File: src/design/rvdec_pkg.sv
// shared constants, types and helpers for the riscv instruction decoder
package rvdec_pkg;

   localparam int WARP_COUNT = 8;

   localparam int REQ_DATA_W = 40;
   localparam int RSP_DATA_W = 88;
   localparam int CSR_ADDR_W = 3;

   localparam logic [CSR_ADDR_W-3:0] CSR_RV64_MODE = 1'd0;

   localparam logic [6:0] OPC_L      = 7'h03;
   localparam logic [6:0] OPC_FL     = 7'h07;
   localparam logic [6:0] OPC_EXT1   = 7'h0b;
   localparam logic [6:0] OPC_FENCE  = 7'h0f;
   localparam logic [6:0] OPC_I      = 7'h13;
   localparam logic [6:0] OPC_AUIPC  = 7'h17;
   localparam logic [6:0] OPC_I_W    = 7'h1b;
   localparam logic [6:0] OPC_S      = 7'h23;
   localparam logic [6:0] OPC_FS     = 7'h27;
   localparam logic [6:0] OPC_EXT2   = 7'h2b;
   localparam logic [6:0] OPC_AMO    = 7'h2f;
   localparam logic [6:0] OPC_R      = 7'h33;
   localparam logic [6:0] OPC_LUI    = 7'h37;
   localparam logic [6:0] OPC_R_W    = 7'h3b;
   localparam logic [6:0] OPC_FMADD  = 7'h43;
   localparam logic [6:0] OPC_FMSUB  = 7'h47;
   localparam logic [6:0] OPC_FNMSUB = 7'h4b;
   localparam logic [6:0] OPC_FNMADD = 7'h4f;
   localparam logic [6:0] OPC_FCI    = 7'h53;
   localparam logic [6:0] OPC_B      = 7'h63;
   localparam logic [6:0] OPC_JALR   = 7'h67;
   localparam logic [6:0] OPC_JAL    = 7'h6f;
   localparam logic [6:0] OPC_SYS    = 7'h73;

   localparam logic [1:0] CLS_NONE = 2'd0;
   localparam logic [1:0] CLS_INT  = 2'd1;
   localparam logic [1:0] CLS_FLT  = 2'd2;

   localparam logic [2:0] FMT_R   = 3'd0;
   localparam logic [2:0] FMT_I   = 3'd1;
   localparam logic [2:0] FMT_S   = 3'd2;
   localparam logic [2:0] FMT_B   = 3'd3;
   localparam logic [2:0] FMT_U   = 3'd4;
   localparam logic [2:0] FMT_J   = 3'd5;
   localparam logic [2:0] FMT_R4  = 3'd6;
   localparam logic [2:0] FMT_BAD = 3'd7;

   // float compute funct7 groups
   localparam logic [6:0] F7_SGNJ_S  = 7'h20;
   localparam logic [6:0] F7_SGNJ_D  = 7'h21;
   localparam logic [6:0] F7_SQRT_S  = 7'h2c;
   localparam logic [6:0] F7_SQRT_D  = 7'h2d;
   localparam logic [6:0] F7_CMP_S   = 7'h50;
   localparam logic [6:0] F7_CMP_D   = 7'h51;
   localparam logic [6:0] F7_CVTI_S  = 7'h60;
   localparam logic [6:0] F7_CVTI_D  = 7'h61;
   localparam logic [6:0] F7_CVTF_S  = 7'h68;
   localparam logic [6:0] F7_CVTF_D  = 7'h69;
   localparam logic [6:0] F7_MVXF_S  = 7'h70;
   localparam logic [6:0] F7_MVXF_D  = 7'h71;
   localparam logic [6:0] F7_MVFX_S  = 7'h78;
   localparam logic [6:0] F7_MVFX_D  = 7'h79;

   typedef struct packed {
      logic [2:0]  format_code;
      logic [6:0]  dest_register;
      logic [6:0]  source_one;
      logic [6:0]  source_two;
      logic [6:0]  source_three;
      logic [31:0] immediate_value;
      logic        has_immediate;
      logic [6:0]  major_opcode;
      logic [1:0]  function_two;
      logic [2:0]  function_three;
      logic [6:0]  function_seven;
      logic [2:0]  target_warp;
   } rvdec_result_type;

   function automatic logic [6:0] reg_code(input logic [1:0] cls, input logic [4:0] idx);
      return {cls, idx};
   endfunction

endpackage

File: src/design/riscv_instruction_decoder_top.sv
// RISC-V instruction decoder top level: request register, decode logic, result register.
// A request is taken while the input register is empty or hands its request on; it is held in
// the input register, decoded by the single combinational pass and lands in the result register,
// which offers it until the result side takes it. Throughput is
// one instruction per clock, set by the two register stages, which both advance while the
// result side takes. The rv64_mode register (byte address 0, reset 1) should only be
// written while no request is in flight.
module riscv_instruction_decoder_top (
   input  logic                                 clock,
   input  logic                                 reset,
   input  logic                                 req_tvalid,
   output logic                                 req_tready,
   // instruction [31:0], warp_number [34:32], zero fill [39:35]
   input  logic [rvdec_pkg::REQ_DATA_W-1:0]     req_tdata,
   output logic                                 rsp_tvalid,
   input  logic                                 rsp_tready,
   // format_code [2:0], dest_register [9:3], source_one [16:10], source_two [23:17],
   // source_three [30:24], immediate_value [62:31], has_immediate [63],
   // major_opcode [70:64], function_two [72:71], function_three [75:73],
   // function_seven [82:76], target_warp [85:83], zero fill [87:86]
   output logic [rvdec_pkg::RSP_DATA_W-1:0]     rsp_tdata,
   input  logic                                 csr_psel,
   input  logic                                 csr_penable,
   input  logic                                 csr_pwrite,
   input  logic [rvdec_pkg::CSR_ADDR_W-1:0]     csr_paddr,
   input  logic [31:0]                          csr_pwdata,
   output logic [31:0]                          csr_prdata,
   output logic                                 csr_pready
);
   import rvdec_pkg::*;

   logic             rv64_mode_ff, rv64_mode_in;
   logic             req_valid_ff, req_valid_in;
   logic [31:0]      req_instr_ff, req_instr_in;
   logic [2:0]       req_warp_ff, req_warp_in;
   logic             rsp_valid_ff, rsp_valid_in;
   rvdec_result_type rsp_data_ff, rsp_data_in;
   rvdec_result_type decoded;
   logic             req_fire;
   logic             load_rsp;
   logic             csr_write;
   logic             csr_hit;

   assign csr_pready = 1'b1;
   assign csr_hit    = csr_paddr[CSR_ADDR_W-1:2] == CSR_RV64_MODE;
   assign csr_write  = csr_psel & csr_penable & csr_pwrite & csr_pready & csr_hit;
   assign csr_prdata = csr_hit ? {31'd0, rv64_mode_ff} : 32'd0;

   assign load_rsp   = req_valid_ff & (~rsp_valid_ff | rsp_tready);
   assign req_tready = ~req_valid_ff | load_rsp;
   assign req_fire   = req_tvalid & req_tready;

   rvdec_decode u_decode (
      .instruction (req_instr_ff),
      .warp_number (req_warp_ff),
      .rv64_mode   (rv64_mode_ff),
      .result      (decoded)
   );

   always_comb begin
      rv64_mode_in = csr_write ? csr_pwdata[0] : rv64_mode_ff;
      req_valid_in = req_fire ? 1'b1 : (load_rsp ? 1'b0 : req_valid_ff);
      req_instr_in = req_fire ? req_tdata[31:0] : req_instr_ff;
      req_warp_in  = req_fire ? req_tdata[34:32] : req_warp_ff;
      rsp_valid_in = load_rsp ? 1'b1 : (rsp_tready ? 1'b0 : rsp_valid_ff);
      rsp_data_in  = load_rsp ? decoded : rsp_data_ff;
   end

   always_ff @(posedge clock) begin
      if (reset) begin
         rv64_mode_ff <= 1'b1;
         req_valid_ff <= 1'b0;
         rsp_valid_ff <= 1'b0;
      end else begin
         rv64_mode_ff <= rv64_mode_in;
         req_valid_ff <= req_valid_in;
         rsp_valid_ff <= rsp_valid_in;
      end
      req_instr_ff <= req_instr_in;
      req_warp_ff  <= req_warp_in;
      rsp_data_ff  <= rsp_data_in;
   end

   assign rsp_tvalid = rsp_valid_ff;
   assign rsp_tdata  = {2'd0,
                        rsp_data_ff.target_warp,
                        rsp_data_ff.function_seven,
                        rsp_data_ff.function_three,
                        rsp_data_ff.function_two,
                        rsp_data_ff.major_opcode,
                        rsp_data_ff.has_immediate,
                        rsp_data_ff.immediate_value,
                        rsp_data_ff.source_three,
                        rsp_data_ff.source_two,
                        rsp_data_ff.source_one,
                        rsp_data_ff.dest_register,
                        rsp_data_ff.format_code};

endmodule

File: src/design/rvdec_decode.sv
// combinational decode of one instruction word into formats, operands and immediate
module rvdec_decode (
   input  logic [31:0]                instruction,
   input  logic [2:0]                 warp_number,
   input  logic                       rv64_mode,
   output rvdec_pkg::rvdec_result_type result
);
   import rvdec_pkg::*;

   logic [6:0]  op;
   logic [4:0]  rd, rs1, rs2, rs3;
   logic [2:0]  f3;
   logic [6:0]  f7;
   logic [2:0]  fmt;
   logic [6:0]  d, s1, s2, s3;
   logic [31:0] imm;
   logic        hi;
   logic [1:0]  o2;
   logic [2:0]  o3;
   logic [6:0]  o7;
   logic        warp_bad;

   assign op  = instruction[6:0];
   assign rd  = instruction[11:7];
   assign rs1 = instruction[19:15];
   assign rs2 = instruction[24:20];
   assign rs3 = instruction[31:27];
   assign f3  = instruction[14:12];
   assign f7  = instruction[31:25];
   assign warp_bad = 32'(warp_number) >= WARP_COUNT;

   always_comb begin
      fmt = FMT_BAD;
      d   = '0;
      s1  = '0;
      s2  = '0;
      s3  = '0;
      imm = '0;
      hi  = 1'b0;
      o2  = '0;
      o7  = '0;
      case (op)
         OPC_R, OPC_AMO, OPC_R_W: begin
            fmt = FMT_R;
            d   = reg_code(CLS_INT, rd);
            s1  = reg_code(CLS_INT, rs1);
            s2  = reg_code(CLS_INT, rs2);
         end
         OPC_FCI: begin
            fmt = FMT_R;
            case (f7)
               F7_SGNJ_S, F7_SGNJ_D, F7_SQRT_S, F7_SQRT_D: begin
                  d  = reg_code(CLS_FLT, rd);
                  s1 = reg_code(CLS_FLT, rs1);
               end
               F7_CMP_S, F7_CMP_D: begin
                  d  = reg_code(CLS_INT, rd);
                  s1 = reg_code(CLS_FLT, rs1);
                  s2 = reg_code(CLS_FLT, rs2);
               end
               F7_CVTI_S, F7_CVTI_D: begin
                  d  = reg_code(CLS_INT, rd);
                  s1 = reg_code(CLS_FLT, rs1);
                  s2 = reg_code(CLS_NONE, rs2);
               end
               F7_CVTF_S, F7_CVTF_D: begin
                  d  = reg_code(CLS_FLT, rd);
                  s1 = reg_code(CLS_INT, rs1);
                  s2 = reg_code(CLS_NONE, rs2);
               end
               F7_MVXF_S, F7_MVXF_D: begin
                  d  = reg_code(CLS_INT, rd);
                  s1 = reg_code(CLS_FLT, rs1);
               end
               F7_MVFX_S, F7_MVFX_D: begin
                  d  = reg_code(CLS_FLT, rd);
                  s1 = reg_code(CLS_INT, rs1);
               end
               default: begin
                  d  = reg_code(CLS_FLT, rd);
                  s1 = reg_code(CLS_FLT, rs1);
                  s2 = reg_code(CLS_FLT, rs2);
               end
            endcase
         end
         OPC_EXT1: begin
            if (f7 == 7'd0 && f3 < 3'd6) begin
               fmt = FMT_R;
               s1  = reg_code(CLS_INT, rs1);
               if (f3 == 3'd1 || f3 == 3'd4) begin
                  s2 = reg_code(CLS_INT, rs2);
               end else if (f3 == 3'd5) begin
                  d  = reg_code(CLS_NONE, rd);
                  s2 = reg_code(CLS_INT, rs2);
               end else if (f3 == 3'd2) begin
                  d  = reg_code(CLS_INT, rd);
                  s2 = reg_code(CLS_NONE, rs2);
               end
            end
         end
         OPC_I, OPC_I_W, OPC_JALR: begin
            fmt = FMT_I;
            d   = reg_code(CLS_INT, rd);
            s1  = reg_code(CLS_INT, rs1);
            hi  = 1'b1;
            if (f3 == 3'd1 || f3 == 3'd5) begin
               imm = {26'd0, rv64_mode & (op == OPC_I) & f7[0], rs2};
               o7  = f7;
            end else begin
               imm = {{20{instruction[31]}}, instruction[31:20]};
            end
         end
         OPC_L, OPC_FL: begin
            if (op == OPC_L || f3 == 3'd2 || f3 == 3'd3) begin
               fmt = FMT_I;
               hi  = 1'b1;
               d   = reg_code((op == OPC_FL) ? CLS_FLT : CLS_INT, rd);
               s1  = reg_code(CLS_INT, rs1);
               imm = {{20{instruction[31]}}, instruction[31:20]};
            end
         end
         OPC_FENCE: begin
            fmt = FMT_I;
            hi  = 1'b1;
            imm = {20'd0, instruction[31:20]};
         end
         OPC_SYS: begin
            fmt = FMT_I;
            hi  = 1'b1;
            imm = {20'd0, instruction[31:20]};
            if (f3 != 3'd0) begin
               d  = reg_code(CLS_INT, rd);
               s1 = reg_code((f3 < 3'd5) ? CLS_INT : CLS_NONE, rs1);
            end
         end
         OPC_S, OPC_FS: begin
            if (op == OPC_S || f3 == 3'd2 || f3 == 3'd3) begin
               fmt = FMT_S;
               hi  = 1'b1;
               s1  = reg_code(CLS_INT, rs1);
               s2  = reg_code((op == OPC_FS) ? CLS_FLT : CLS_INT, rs2);
               imm = {{20{instruction[31]}}, instruction[31:25], instruction[11:7]};
            end
         end
         OPC_B: begin
            fmt = FMT_B;
            hi  = 1'b1;
            s1  = reg_code(CLS_INT, rs1);
            s2  = reg_code(CLS_INT, rs2);
            imm = {{20{instruction[31]}}, instruction[7], instruction[30:25],
                   instruction[11:8], 1'b0};
         end
         OPC_LUI, OPC_AUIPC: begin
            fmt = FMT_U;
            hi  = 1'b1;
            d   = reg_code(CLS_INT, rd);
            imm = {instruction[31:12], 12'd0};
         end
         OPC_JAL: begin
            fmt = FMT_J;
            hi  = 1'b1;
            d   = reg_code(CLS_INT, rd);
            imm = {{12{instruction[31]}}, instruction[19:12], instruction[20],
                   instruction[30:21], 1'b0};
         end
         OPC_FMADD, OPC_FMSUB, OPC_FNMSUB, OPC_FNMADD, OPC_EXT2: begin
            fmt = FMT_R4;
            d   = reg_code(CLS_FLT, rd);
            s1  = reg_code(CLS_FLT, rs1);
            s2  = reg_code(CLS_FLT, rs2);
            s3  = reg_code(CLS_FLT, rs3);
            o2  = instruction[26:25];
         end
         default: begin
            fmt = FMT_BAD;
         end
      endcase

      if (fmt == FMT_R) begin
         o7 = f7;
      end
      o3 = (fmt != FMT_U && fmt != FMT_J) ? f3 : 3'd0;

      if (fmt == FMT_BAD || warp_bad) begin
         fmt = FMT_BAD;
         d   = '0;
         s1  = '0;
         s2  = '0;
         s3  = '0;
         imm = '0;
         hi  = 1'b0;
         o2  = '0;
         o3  = '0;
         o7  = '0;
      end

      result.format_code     = fmt;
      result.dest_register   = d;
      result.source_one      = s1;
      result.source_two      = s2;
      result.source_three    = s3;
      result.immediate_value = imm;
      result.has_immediate   = hi;
      result.major_opcode    = op;
      result.function_two    = o2;
      result.function_three  = o3;
      result.function_seven  = o7;
      result.target_warp     = warp_number;
   end

endmodule

File: config.mk
export PLATFORM = sky130hd
export DESIGN_NAME = riscv_instruction_decoder_top
export DESIGN_NICKNAME = d
export VERILOG_FILES = /design/src/design/rvdec_pkg.sv /design/src/design/riscv_instruction_decoder_top.sv /design/src/design/rvdec_decode.sv
export SDC_FILE = /design/constraint.sdc
export NUM_CORES = 1
export LEC_CHECK = 0
export BUFFER_PORTS_ARGS = -buffer_cell sky130_fd_sc_hd__buf_2
export CAP_MARGIN = 20
export CORE_MARGIN = 8
export CORE_UTILIZATION = 30
export DETAILED_ROUTE_END_ITERATION = 8
export PLACE_DENSITY_LB_ADDON = 0.2
export SLEW_MARGIN = 10
export SYNTH_ARGS = -nofsm -noshare
export SYNTH_HDL_FRONTEND = slang
export SYNTH_HIERARCHICAL = 1
export SYNTH_SLANG_ARGS = --single-unit
File: constraint.sdc
create_clock -name clock -period 5.4 [get_ports clock]
set_clock_uncertainty 0.1 [all_clocks]
set_input_delay 0 -clock clock [delete_from_list [all_inputs] [get_ports clock]]
set_output_delay 0 -clock clock [all_outputs]
set_load 0.005 [all_outputs]
==> summary.md <==
| Metric | Value |
|---|---|
| Worst setup startpoint | req_instr_ff[2]$_DFFE_PP_ |
| YS warnings | 6 |
| Slew Viols, Final | 0 |
| Placed Area | 6500 sq um |
| Share of post-route cells with drive strength above 1 | 0.326 |
| Status | finished, final reports clean |
| Initial core utilization | 0.302 |
| Vias | about 4000 |
| Unrepaired setup endpoints after global routing | no |
| Initial antenna violation count | 0 |
| Fin area | about 7500 sq um |
| Clk slew on worst S/H paths | around 0.06 ns |
| Critical Path End Type | flop |
| Rows | 51 |
| Power Density | approximately 330 nW/um^2 |
| Total grt overflow | 0 |
| WP data required | around 5.4 ns |
| First-pass GRT wire length | between 20000 and 25000 um |
| Maximum vdd drop | around 0.21 mV |
| Die Ht | approximately 160 um |
| Wirelength, routed | between 15000 and 20000 um |
| Crit path max fanout | 30 |
| Ant diodes | 0 |
| Crit path max-delay family | flip-flops |
| Syn Std Cell Area | roughly 5800 sq um |
| Async set-or-reset flop fraction in the synthesized netlist | 0 |
| Gr usage total | 0.130 |
| Syn Area/Cell | roughly 13 sq um |
| Hold Path Class | in -> out |
| Place WS | about 2.3 ns |
| Crit Path Category | reg -> reg |
| GPL Wtd Cong | 0.814 |
| I/O pin total | a little over 200 |
| # port buffers | approximately 130 |
| DR iter-0 viols | between 200 and 300 |
| Slew headroom | 0.306 |
| WP data arrival | ~3.1 ns |
| Fin crit share | 0.569 |
| CP cell instances | nand4bb_1 > a211o_1 > inv_1 > or3_1 > a31oi_2 > a21boi_1 |
| EDFF count, synth | roughly 120 |
| Post-route DRC | 0 |
| Worst-case clock buffer depth | 2 |
| Filler Cell Count | 1904 |
| Dpl hpwl | roughly 11000 um |
| Antenna-violating nets left | 0 |
| Total power | ~0.0025 W |
| Final TNS setup | 0 ns |
| Drt wl/cell | approximately 17 um |
| Worst Path Buf+Inv | 1 |
| Post-cts sizing count | 0 |
| Worst min-delay path startpoint | csr_paddr[2] |
| Crit-path slowest cell | edfxtp_1 |
| Worst reg2reg startpoint | req_instr_ff[2]$_DFFE_PP_ |
| Worst-Margin Slew | 1.04 ns |
| Mapped Cells | 446 |
| Area Overhead vs Synth | 28.5% |
| Flops & latches, synth | 124 |
| DRT Pass-1 Iters | 5 |
| Post-CTS setup buffers | 0 |
| CTS tree | yes |
| H-tree depth | 4 |
| Clk sinks | ~120 |
| Top_reg_cell synth | edfxtp_1 |
| Vias in the first global route | ~4200 |
| Min Clock Period, post-route | between 3 and 4 ns |
| MaxCap Viol Count | 0 |
| Num CTS Buffers | 17 |
| Crit path launch type | flop |
| Vias per std cell | ~4.5 |
| Fmax | about 0.33 GHz |
| Largest net degree at the start of global routing | 57 |
| Final hold viol count | 0 |
| CP peak stage delay | approximately 1.0 ns |
| Worst setup margin | 2.33 ns |
| Worst-Skew Late Latency | around 0.42 ns |
| Seq/Total Area, Yosys | 0.634 |
| Root Buffer | clkbuf_16 |
| Area of the die | roughly 24000 sq um |
| Final #Nets | approximately 690 |
| Die W | about 160 um |
| Core Region | between 15000 and 20000 sq um |
| Setup violation total in the final timing report | 0 |
| Yosys cell types | 72 |
| P_leak | between 2 and 3 nW |
## cell usage after synthesis, types with 5 or more instances
cell type / n / area, sq um
nand3_1: 9 / 45.0
or2_2: 6 / 37.5
buf_2: 10 / 50.1
inv_1: 13 / 48.8
buf_4: 50 / 375
edfxtp_1: 121 / 3630
nand2_1: 22 / 82.6
or3_1: 5 / 31.3
nand2_2: 11 / 68.8
a21o_1: 8 / 60.1
and2_1: 27 / 169
nor2b_1: 18 / 113
o21ai_0: 13 / 65.1
nor2_1: 20 / 75.1
a21oi_1: 10 / 50.1
a21boi_1: 6 / 45.0
nor3_1: 11 / 55.1
nand2b_1: 6 / 37.5
## registers in the layout, indices dropped and copies added, names as in the netlist
signal,flops
req_instr_ff,32
req_valid_ff,1
req_warp_ff,3
rsp_tdata,86
rsp_tvalid,1
rv64_mode_ff,1
## cell type report
class / instances / area, sq um / share of cell area
multi-input combinational: 275 / 1750 / 0.233
clock buffer: 17 / 425 / 0.0568
sequential: 124 / 3690 / 0.493
clock inverter: 15 / 151 / 0.0202
inverter: 13 / 48.8 / 0.00651
tap: 265 / 332 / 0.0443
timing repair buffer: 176 / 1090 / 0.146
## worst min-delay path, cell delays in order
cell and delay [ns]:
buf_2 0.09, nor2b_1 0.04, buf_2 0.12
## kinds of logic after synthesis
logic type / after synthesis / share of synthesized area
and+or+nand+nor: 160 / 0.164
DFF: 124 / 0.634
buffers and inverters: 79 / 0.0878
AOI/OAI and AO/OA: 78 / 0.109
other: 3 / 0.00193
xor gates and xnor gates: 1 / 0.00150
muxes: 1 / 0.00172
## layout by cell type, fill, tap and decap left out, types with 3 or more instances in the layout
cell / netlist / routed
buf_4: 50 / 3
nand2_2: 11 / 11
or2_2: 6 / 6
clkbuf_16: 0 / 17
nor3_1: 11 / 11
nand3_1: 9 / 9
edfxtp_1: 121 / 121
a21oi_1: 10 / 10
nand3b_1: 3 / 3
nor4_2: 3 / 3
inv_6: 0 / 7
a22oi_1: 4 / 4
inv_1: 13 / 13
or3_1: 5 / 5
nor2_1: 20 / 20
nor2b_1: 18 / 18
o21ai_0: 13 / 13
nand2_1: 22 / 22
a21o_1: 8 / 8
dfxtp_1: 3 / 3
dlygate4sd3_1: 0 / 41
o22ai_1: 3 / 3
and2_1: 27 / 25
nand2b_1: 6 / 6
a21boi_1: 6 / 6
buf_2: 10 / 132
conb_1: 3 / 35
## metal layers
layer | track usage | up-vias | part of all wire
li1 | - | 1891 | -
met1 | 0.161 | 1946 | 0.45
met2 | 0.200 | 148 | 0.46
met3 | 0.0541 | 9 | 0.080
met4 | 0.0439 | 0 | 0.0063
met5 | 0 | - | 0
## worst paths after layout
check | end | slack [ns] | cells past startpoint
setup / recovery | rsp_tdata[5]$_DFFE_PP_ | 2.33 | 6
hold / removal | csr_prdata[0] | 0.14 | 3
setup reg to reg | rsp_tdata[5]$_DFFE_PP_ | 2.33 | 6
hold reg to reg | rsp_tdata[84]$_DFFE_PP_ | 0.33 | 0
## through the flow
| stage | hold slack [ns] | util | std cells |
|---|---|---|---|
| finish | 0.140 | 0.389 | 885 |
| detailed placement | 0.0781 | 0.338 | 812 |
| floorplan | -0.0698 | - | 478 |
| global placement | 0.0765 | 0.338 | 812 |
| global route | 0.150 | 0.389 | 885 |
| CTS | 0.142 | 0.389 | 885 |
## timing repair
action | in CTS | in global routing
setup endpoints to repair | 0 | 0
hold buffers | 41 | 0
hold endpoints to repair | 38 | 0
## where the power goes
group / switching (W) / internal, W
clock network: 0.000466 / 0.000649
registers: 0.0000443 / 0.00112
logic: 0.0000957 / 0.0000857
(Power assumes the default switching activity.)
